File: config.mk
export PLATFORM = sky130hd
export DESIGN_NAME = multi_axis_line_step_generator_core
export DESIGN_NICKNAME = d
export VERILOG_FILES = /design/src/hdl/mlsg_pkg.sv /design/src/hdl/multi_axis_line_step_generator_core.sv /design/src/hdl/mlsg_front.sv /design/src/hdl/mlsg_exec.sv /design/src/hdl/mlsg_rq.sv
export SDC_FILE = /design/constraint.sdc
export NUM_CORES = 2
export LEC_CHECK = 0
export BUFFER_PORTS_ARGS = -buffer_cell sky130_fd_sc_hd__buf_2
export CELL_PAD_IN_SITES_DETAIL_PLACEMENT = 0
export CELL_PAD_IN_SITES_GLOBAL_PLACEMENT = 1
export CORE_MARGIN = 4
export CORE_UTILIZATION = 35
export CTS_CLUSTER_SIZE = 12
export DETAILED_ROUTE_END_ITERATION = 12
export GPL_ROUTABILITY_DRIVEN = 0
export HOLD_SLACK_MARGIN = 0.15
export PLACE_DENSITY = 0.63
export SLEW_MARGIN = 20
export SYNTH_ARGS = -nofsm -noshare
export SYNTH_HDL_FRONTEND = slang
export SYNTH_HIERARCHICAL = 1
export SYNTH_SLANG_ARGS = --single-unit
File: constraint.sdc
create_clock -name clk -period 4.8 [get_ports clk]
set_input_delay 0.24 -clock clk [delete_from_list [all_inputs] [get_ports clk]]
set_output_delay 0.24 -clock clk [all_outputs]
set_load 0.05 [all_outputs]
File: src/hdl/mlsg_pkg.sv
package mlsg_pkg;

  localparam int IN_BITS  = 24;
  localparam int NUM_AXES = 4;

  localparam int AX_X = 0;
  localparam int AX_Y = 1;
  localparam int AX_Z = 2;
  localparam int AX_E = 3;

  localparam logic [7:0] DIR_X  = 8'd1;
  localparam logic [7:0] STEP_X = 8'd2;
  localparam logic [7:0] DIR_Z  = 8'd4;
  localparam logic [7:0] STEP_Z = 8'd8;
  localparam logic [7:0] DIR_Y  = 8'd16;
  localparam logic [7:0] STEP_Y = 8'd32;
  localparam logic [7:0] DIR_E  = 8'd64;
  localparam logic [7:0] STEP_E = 8'd128;

  typedef enum logic {
    OP_MOVE = 1'b0,
    OP_TICK = 1'b1
  } op_t;

  typedef struct packed {
    op_t                       op;
    logic signed [IN_BITS-1:0] x_target;
    logic signed [IN_BITS-1:0] y_target;
    logic signed [IN_BITS-1:0] z_target;
    logic signed [IN_BITS-1:0] e_delta;
    logic [NUM_AXES-1:0]       axis_mask;
  } item_t;

  typedef struct packed {
    logic [7:0] step_byte;
    logic [7:0] dir_byte;
    logic       moving;
    logic       last_step;
    logic       move_rejected;
  } result_t;

  function automatic logic [7:0] dir_code(input int ax);
    logic [7:0] c;
    case (ax)
      AX_X:    c = DIR_X;
      AX_Y:    c = DIR_Y;
      AX_Z:    c = DIR_Z;
      AX_E:    c = DIR_E;
      default: c = '0;
    endcase
    return c;
  endfunction

  function automatic logic [7:0] step_code(input int ax);
    logic [7:0] c;
    case (ax)
      AX_X:    c = STEP_X;
      AX_Y:    c = STEP_Y;
      AX_Z:    c = STEP_Z;
      AX_E:    c = STEP_E;
      default: c = '0;
    endcase
    return c;
  endfunction

endpackage

File: src/hdl/multi_axis_line_step_generator_core.sv
// channel   direction  handshake         payload
// items     in         push / full       op, x_target, y_target, z_target, e_delta, axis_mask
// results   out        empty / pop       step_byte, dir_byte, moving, last_step, move_rejected
//
// A tick or a rejected move is handled in the execution stage as it is taken; a move that
// starts goes through ST_READY (magnitudes and directions), then ST_MAJOR (the major-count
// compare), which waits while the result queue is full. Each result is written to the
// result queue and shows on the outputs from there.
// Two-entry queues on both sides let input and output stall independently.
// Reset empties both queues, zeroes the positions and leaves the block idle.
module multi_axis_line_step_generator_core #(
  parameter int POSITION_BITS = 24
) (
  input  logic                                clk,
  input  logic                                rst,
  input  logic                                push,
  output logic                                full,
  input  logic                                op,
  input  logic signed [mlsg_pkg::IN_BITS-1:0] x_target,
  input  logic signed [mlsg_pkg::IN_BITS-1:0] y_target,
  input  logic signed [mlsg_pkg::IN_BITS-1:0] z_target,
  input  logic signed [mlsg_pkg::IN_BITS-1:0] e_delta,
  input  logic [mlsg_pkg::NUM_AXES-1:0]       axis_mask,
  output logic                                empty,
  input  logic                                pop,
  output logic [7:0]                          step_byte,
  output logic [7:0]                          dir_byte,
  output logic                                moving,
  output logic                                last_step,
  output logic                                move_rejected
);
  import mlsg_pkg::*;

  item_t   item;
  logic    avail;
  logic    take;
  logic    rq_full;
  logic    rq_push;
  result_t exec_res;
  result_t res;

  mlsg_front u_front (
    .clk       (clk),
    .rst       (rst),
    .push      (push),
    .full      (full),
    .op        (op),
    .x_target  (x_target),
    .y_target  (y_target),
    .z_target  (z_target),
    .e_delta   (e_delta),
    .axis_mask (axis_mask),
    .avail     (avail),
    .item      (item),
    .take      (take)
  );

  mlsg_exec #(
    .POSITION_BITS (POSITION_BITS)
  ) u_exec (
    .clk      (clk),
    .rst      (rst),
    .in_avail (avail),
    .in_item  (item),
    .in_take  (take),
    .out_full (rq_full),
    .out_push (rq_push),
    .out_res  (exec_res)
  );

  mlsg_rq u_rq (
    .clk    (clk),
    .rst    (rst),
    .wr_en  (rq_push),
    .wr_res (exec_res),
    .q_full (rq_full),
    .empty  (empty),
    .pop    (pop),
    .res    (res)
  );

  assign step_byte     = res.step_byte;
  assign dir_byte      = res.dir_byte;
  assign moving        = res.moving;
  assign last_step     = res.last_step;
  assign move_rejected = res.move_rejected;

endmodule

File: src/hdl/mlsg_front.sv
module mlsg_front (
  input  logic                                 clk,
  input  logic                                 rst,
  input  logic                                 push,
  output logic                                 full,
  input  logic                                 op,
  input  logic signed [mlsg_pkg::IN_BITS-1:0]  x_target,
  input  logic signed [mlsg_pkg::IN_BITS-1:0]  y_target,
  input  logic signed [mlsg_pkg::IN_BITS-1:0]  z_target,
  input  logic signed [mlsg_pkg::IN_BITS-1:0]  e_delta,
  input  logic [mlsg_pkg::NUM_AXES-1:0]        axis_mask,
  output logic                                 avail,
  output mlsg_pkg::item_t                      item,
  input  logic                                 take
);
  import mlsg_pkg::*;

  item_t      q [2];
  item_t      new_item;
  logic       wr_ptr;
  logic       rd_ptr;
  logic [1:0] count;
  logic       wr;
  logic       rd;

  assign full  = (count == 2'd2);
  assign avail = (count != 2'd0);
  assign wr    = push && !full;
  assign rd    = take && avail;
  assign item  = q[rd_ptr];

  always_comb begin
    new_item.op        = op ? OP_TICK : OP_MOVE;
    new_item.x_target  = x_target;
    new_item.y_target  = y_target;
    new_item.z_target  = z_target;
    new_item.e_delta   = e_delta;
    new_item.axis_mask = axis_mask;
  end

  always_ff @(posedge clk) begin
    if (wr) begin
      q[wr_ptr] <= new_item;
    end
  end

  always_ff @(posedge clk) begin
    if (rst) begin
      wr_ptr <= 1'b0;
      rd_ptr <= 1'b0;
      count  <= 2'd0;
    end else begin
      if (wr) begin
        wr_ptr <= !wr_ptr;
      end
      if (rd) begin
        rd_ptr <= !rd_ptr;
      end
      case ({wr, rd})
        2'b10:   count <= count + 2'd1;
        2'b01:   count <= count - 2'd1;
        default: count <= count;
      endcase
    end
  end

endmodule

File: src/hdl/mlsg_exec.sv
module mlsg_exec #(
  parameter int POSITION_BITS = 24
) (
  input  logic              clk,
  input  logic              rst,
  input  logic              in_avail,
  input  mlsg_pkg::item_t   in_item,
  output logic              in_take,
  input  logic              out_full,
  output logic              out_push,
  output mlsg_pkg::result_t out_res
);
  import mlsg_pkg::*;

  localparam int D_W   = ((POSITION_BITS > IN_BITS) ? POSITION_BITS : IN_BITS) + 1;
  localparam int ACC_W = D_W + 1;

  typedef enum logic {
    ST_READY,
    ST_MAJOR
  } state_t;

  state_t                          state;
  logic                            busy;
  logic [7:0]                      dir_bits;
  logic signed [POSITION_BITS-1:0] pos_x;
  logic signed [POSITION_BITS-1:0] pos_y;
  logic signed [POSITION_BITS-1:0] pos_z;
  logic [D_W-1:0]                  mag [NUM_AXES];
  logic [ACC_W-1:0]                acc [NUM_AXES];
  logic [D_W-1:0]                  major;
  logic [D_W-1:0]                  steps_done;

  logic signed [D_W-1:0] tgt   [NUM_AXES];
  logic signed [D_W-1:0] cur   [NUM_AXES];
  logic signed [D_W-1:0] delta [NUM_AXES];
  logic [D_W-1:0]        mag_next [NUM_AXES];
  logic [7:0]            dir_next;
  logic [ACC_W-1:0]      sum [NUM_AXES];
  logic [ACC_W-1:0]      acc_next [NUM_AXES];
  logic [7:0]            step_bits;
  logic [D_W:0]          steps_inc;
  logic                  last;
  logic [D_W-1:0]        m01;
  logic [D_W-1:0]        m23;
  logic [D_W-1:0]        mx;
  logic                  is_move;
  logic                  start;

  assign is_move = (in_item.op == OP_MOVE);
  assign in_take = (state == ST_READY) && in_avail && !out_full;
  assign start   = in_take && is_move && !busy;

  // move setup, in ST_READY: deltas, magnitudes, direction bits
  always_comb begin
    tgt[AX_X] = D_W'(in_item.x_target);
    tgt[AX_Y] = D_W'(in_item.y_target);
    tgt[AX_Z] = D_W'(in_item.z_target);
    tgt[AX_E] = D_W'(in_item.e_delta);
    cur[AX_X] = D_W'(pos_x);
    cur[AX_Y] = D_W'(pos_y);
    cur[AX_Z] = D_W'(pos_z);
    cur[AX_E] = '0;
    dir_next  = '0;
    for (int i = 0; i < NUM_AXES; i++) begin
      delta[i] = tgt[i] - cur[i];
      if (!in_item.axis_mask[i]) begin
        mag_next[i] = '0;
      end else if (delta[i][D_W-1]) begin
        mag_next[i] = -delta[i];
        dir_next    = dir_next | dir_code(i);
      end else begin
        mag_next[i] = delta[i];
      end
    end
  end

  // per-tick accumulator update
  always_comb begin
    step_bits = '0;
    for (int i = 0; i < NUM_AXES; i++) begin
      sum[i] = acc[i] + ACC_W'(mag[i]);
      if (sum[i] >= ACC_W'(major)) begin
        acc_next[i] = sum[i] - ACC_W'(major);
        step_bits   = step_bits | step_code(i);
      end else begin
        acc_next[i] = sum[i];
      end
    end
    steps_inc = (D_W+1)'(steps_done) + (D_W+1)'(1);
    last      = (steps_inc >= {1'b0, major});
  end

  // move setup, in ST_MAJOR: major count
  always_comb begin
    m01 = (mag[AX_X] > mag[AX_Y]) ? mag[AX_X] : mag[AX_Y];
    m23 = (mag[AX_Z] > mag[AX_E]) ? mag[AX_Z] : mag[AX_E];
    mx  = (m01 > m23) ? m01 : m23;
  end

  always_comb begin
    out_push              = 1'b0;
    out_res.step_byte     = dir_bits;
    out_res.dir_byte      = dir_bits;
    out_res.moving        = 1'b0;
    out_res.last_step     = 1'b0;
    out_res.move_rejected = 1'b0;
    if (state == ST_MAJOR) begin
      out_push       = !out_full;
      out_res.moving = (mx != '0);
    end else if (in_take && !start) begin
      out_push = 1'b1;
      if (is_move) begin
        out_res.moving        = 1'b1;
        out_res.move_rejected = 1'b1;
      end else if (busy) begin
        out_res.step_byte = dir_bits | step_bits;
        out_res.moving    = !last;
        out_res.last_step = last;
      end
    end
  end

  always_ff @(posedge clk) begin
    if (rst) begin
      state      <= ST_READY;
      busy       <= 1'b0;
      dir_bits   <= '0;
      pos_x      <= '0;
      pos_y      <= '0;
      pos_z      <= '0;
      major      <= '0;
      steps_done <= '0;
      for (int i = 0; i < NUM_AXES; i++) begin
        mag[i] <= '0;
        acc[i] <= '0;
      end
    end else begin
      case (state)
        ST_READY: begin
          if (start) begin
            state      <= ST_MAJOR;
            dir_bits   <= dir_next;
            steps_done <= '0;
            for (int i = 0; i < NUM_AXES; i++) begin
              mag[i] <= mag_next[i];
              acc[i] <= '0;
            end
            if (in_item.axis_mask[AX_X]) begin
              pos_x <= POSITION_BITS'(in_item.x_target);
            end
            if (in_item.axis_mask[AX_Y]) begin
              pos_y <= POSITION_BITS'(in_item.y_target);
            end
            if (in_item.axis_mask[AX_Z]) begin
              pos_z <= POSITION_BITS'(in_item.z_target);
            end
          end else if (in_take && !is_move && busy) begin
            for (int i = 0; i < NUM_AXES; i++) begin
              acc[i] <= acc_next[i];
            end
            steps_done <= steps_inc[D_W-1:0];
            busy       <= !last;
          end
        end
        ST_MAJOR: begin
          if (!out_full) begin
            state <= ST_READY;
            major <= mx;
            busy  <= (mx != '0);
          end
        end
        default: state <= ST_READY;
      endcase
    end
  end

endmodule

File: src/hdl/mlsg_rq.sv
module mlsg_rq (
  input  logic              clk,
  input  logic              rst,
  input  logic              wr_en,
  input  mlsg_pkg::result_t wr_res,
  output logic              q_full,
  output logic              empty,
  input  logic              pop,
  output mlsg_pkg::result_t res
);
  import mlsg_pkg::*;

  result_t    q [2];
  logic       wr_ptr;
  logic       rd_ptr;
  logic [1:0] count;
  logic       wr;
  logic       rd;

  assign q_full = (count == 2'd2);
  assign empty  = (count == 2'd0);
  assign wr     = wr_en && !q_full;
  assign rd     = pop && !empty;
  assign res    = q[rd_ptr];

  always_ff @(posedge clk) begin
    if (wr) begin
      q[wr_ptr] <= wr_res;
    end
  end

  always_ff @(posedge clk) begin
    if (rst) begin
      wr_ptr <= 1'b0;
      rd_ptr <= 1'b0;
      count  <= 2'd0;
    end else begin
      if (wr) begin
        wr_ptr <= !wr_ptr;
      end
      if (rd) begin
        rd_ptr <= !rd_ptr;
      end
      case ({wr, rd})
        2'b10:   count <= count + 2'd1;
        2'b01:   count <= count - 2'd1;
        default: count <= count;
      endcase
    end
  end

endmodule
==> run summary <==
The run finished, with violations left. The checks that failed: negative setup slack. Number of I/O port buffers: 125. The count of warnings emitted by yosys is 6. The category of cells accounting for the largest share of critical-path delay is compound AO/OA/AOI/OAI gates. The logs give 37098 for the via count and 30.5% for the worst-case headroom to the max-slew limit. The proportion of synthesized flip-flops having asynchronous set or reset is 0%, and the leakage power figure is 22.2 nW.

For this run, the top clock speed supported by timing is 0.202 GHz. Synthesis produced 4433 cells. Clock tree synthesis selected as its root buffer the cell clkbuf_16.

The run gives 48000 µm² as the post-detailed-placement cell area. The die is 353 µm tall. The tools report the number of endpoints with negative hold slack in the final report as 0. Counting flops with a built-in enable in the synthesized netlist gives 418. The logs give 0 for the global-route congestion overflow total and 71 for the number of setup violations in the final report. Hold is met by 0.309 ns.

Dividing the detail-routed via count by the number of cells gives 5.40. The register area share after synthesis came out at 38.1%. The cell seen most often among critical-path stages was buf_4.

The peak per-stage delay on the critical path is 0.41 ns, and the worst clock skew is 0.0329 ns. The run gives -0.161 ns as the final setup slack of the worst path. In this run the standard cell core region covers 118000 µm². At the end of the flow the core is filled with cells to 46.9%. Traced cell by cell, the critical path runs through buf_4, ha_1, nor2b_1, o21a_1, o21a_1, o21ai_1, nand3_2, nand2_4, buf_12, buf_6, mux2_4, ha_4, nand4_1, buf_4, buf_4, o211a_1, o21a_1, a21o_1, buf_6, a31oi_4, a22oi_2, o41ai_2, buf_4, o21ai_2. Summed over all nets, the half-perimeter wirelength after detailed placement is 103000 µm.

The tools report the detailed-routing iteration count for the pre-antenna-repair pass as 6. The critical path contains buffers and inverters numbering 7 combined. The most frequently used flop master after synthesis is edfxtp_1.

The global routing usage summed across all routing layers was 21.8%; the slew at the pin closest to its max-slew limit was 1.04 ns. The critical path endpoint category was a flop. The logs give 141000 µm for the total routed wirelength and 2807 for the initial detailed-routing violation count. Clock tree synthesis found a total of 582 sinks.

Entering global routing, the biggest net connects 93 pins. The flip-flop and latch count after synthesis came out at 582. The initial antenna violation count came out at 6. The average size of a mapped cell was 9.37 µm²; the area of the die was 124000 µm². The run gives 35815 as the via count of the first global-routing pass.

The tools report the effective utilization at floorplan as 35.2%. TritonCTS built the clock tree. Worst min-delay path startpoint: y_target[8]. 126 I/O pins were placed. Summed over all failing endpoints, the final setup total negative slack is -4.08 ns. In this run the worst hold path is classified as in -> reg. The post-route netlist has 27.4% of its cells at a drive strength greater than 1.

Counting along the longest clock path gives a buffer depth of 3. The worst path in the final design needs a cycle of 4.96 ns, including I/O delays and setup. In this run the power density over the cells is 818 nW/µm². By area the synthesized netlist is led by edfxtp_1 (30%), ha_1 (11%), dfxtp_1 (7.9%). STA classifies the critical path startpoint as a flop. Along the worst path, the maximum fanout reaches 6. The die is 353 µm wide. The data required time at the worst endpoint was 5.20 ns; the clock input transition at the sequential cells of the worst setup and hold paths was 0.06 ns. The critical path class was reg -> reg. The clock reaches the later pin of the worst-skew pair after 0.67 ns. In this run the core area contains 126 standard-cell rows. The count of distinct cell types in the synthesized netlist was 98. In the layout the commonest cells are buf_4 (594), edfxtp_1 (418), nand2_1 (368).

After routing the design area is 55400 µm². The final cell count without fillers came out at 6868. The mean routed wirelength per cell works out to 20.5 µm. The critical path starts at u_exec/mag[0][1]$_SDFFCE_PN0P_. In the routed design, unresolved DRC markers number 0. Number of levels in the clock H-tree: 3.

After synthesis the cells add up to 41500 µm². Final max-slew violation count: 0. The startpoint of the worst-slack reg-to-reg timing path is u_exec/mag[0][1]$_SDFFCE_PN0P_.

Setup repair after global routing could not meet its margin everywhere. Area growth from synthesis to layout: 33.3%. In the final design database the tool counted 5764 nets. Across the run, the number of max-cap violations was 0. The count of nets left with antenna violations once routing finished came out at 0. The logs give 0.447 mV for the peak ir drop on the vdd network and 72 for the number of buffers inserted during clock tree synthesis.

The arrival time of the worst setup path is 5.36 ns. The area share of the largest cell type after synthesis works out to 30.2%. The library cell used most frequently in the layout, excluding fill and tap cells, is buf_4. The period utilization works out to 103%. The run gives 213000 µm as the global-route wire length before repair.

The synthesized design spends more area on one cell type than any other, namely edfxtp_1. Including well taps, the total number of placed cells is 6507. Slowest library cell on the worst path: edfxtp_1.
cells in the mapped netlist, types with 34 or more instances:
cell type / number
inv_1: 263
nand3_1: 152
o211ai_1: 36
mux2_2: 139
ha_1: 379
nor2_1: 313
xnor2_1: 163
o21a_1: 44
o31ai_1: 67
and3_1: 47
nor3_1: 105
a21o_1: 144
nand2_1: 381
nor4_1: 41
clkbuf_1: 119
or3_1: 52
mux2i_1: 41
xor2_1: 140
a211oi_1: 38
edfxtp_1: 418
nor2b_1: 34
nand4_1: 45
dfxtp_1: 164
nand2b_1: 45
a21oi_1: 380
o21ai_0: 227
routing by layer:
metal  part of all wire [%]  routed length [µm]  GRT usage [%]
met1                     48               67400           31.6
met2                     43               60400           33.1
met3                    6.1                8660           3.60
met4                    3.1                4360           6.54
met5                  0.018                  26              0
final cells by class:
| type | instances | area (µm²) |
|---|---|---|
| inverter | 265 | 1000 |
| multi-input combinational | 3435 | 26500 |
| timing repair buffer | 913 | 7620 |
| clock inverter | 37 | 488 |
| fill | 11192 | 62600 |
| clock buffer | 97 | 1960 |
| sequential | 582 | 15800 |
| antenna | 3 | 7.51 |
| tap | 1536 | 1920 |
flip-flops by register name (all words and copies together), names as in the netlist, 2 cells and up, named ones only:
name and cells:
u_exec/acc 104, u_exec/dir_bits 4, u_exec/mag 100, u_exec/major 25, u_exec/pos_x 24, u_exec/pos_y 24
u_exec/pos_z 24, u_exec/steps_done 25, u_front/count 2, u_front/q 202, u_rq/count 2, u_rq/q 38
final timing paths:
check                             endpoint  slack [ns]  cells after the start
max reg2reg         u_rq/q[1][2]$_DFFE_PP_       -0.16                     24
min reg2reg  u_exec/pos_z[21]$_SDFFE_PP0P_        0.45                      2
max                 u_rq/q[1][2]$_DFFE_PP_       -0.16                     24
min             u_front/q[0][60]$_DFFE_PP_        0.31                      2
stage by stage:
stage	power (W)	worst slack [ns]
floorplan	0.0241	0.00617
global placement	0.0338	-0.546
detailed placement	0.0338	-0.582
CTS	0.0427	-0.123
global route	0.0484	-0.343
finish	0.0453	-0.161
timing repair:
item,in CTS,in global routing
endpoints found under the setup margin,139,147
hold buffers,106,0
hold endpoints to repair,239,0
gates resized for setup,260,300
gates cloned,15,7
pin swaps,158,171
buffers inserted,60,51
report_power, final:
part / internal [W] / leakage, nW / switching (W)
clock: 0.00329 / 1.16 / 0.00235
sequential: 0.00660 / 5.44 / 0.000493
combinational: 0.0148 / 15.6 / 0.0178
total: 0.0246 / 22.2 / 0.0207
kinds of logic (layout without fill, tap and decap cells):
group / count (synthesis) / count (layout) / share of synthesized area, %
XOR/XNOR: 303 / 303 / 6.39
buffers and inverters: 421 / 1312 / 3.96
other: 1 / 8 / 0.00903
multiplexers: 188 / 188 / 4.97
adder cells (fa/ha/maj): 390 / 390 / 11.9
AO/OA/AOI/OAI: 1227 / 1227 / 19.3
AND/OR/NAND/NOR: 1321 / 1322 / 15.3
flip-flops: 582 / 582 / 38.1
(Power assumes the default switching activity.)
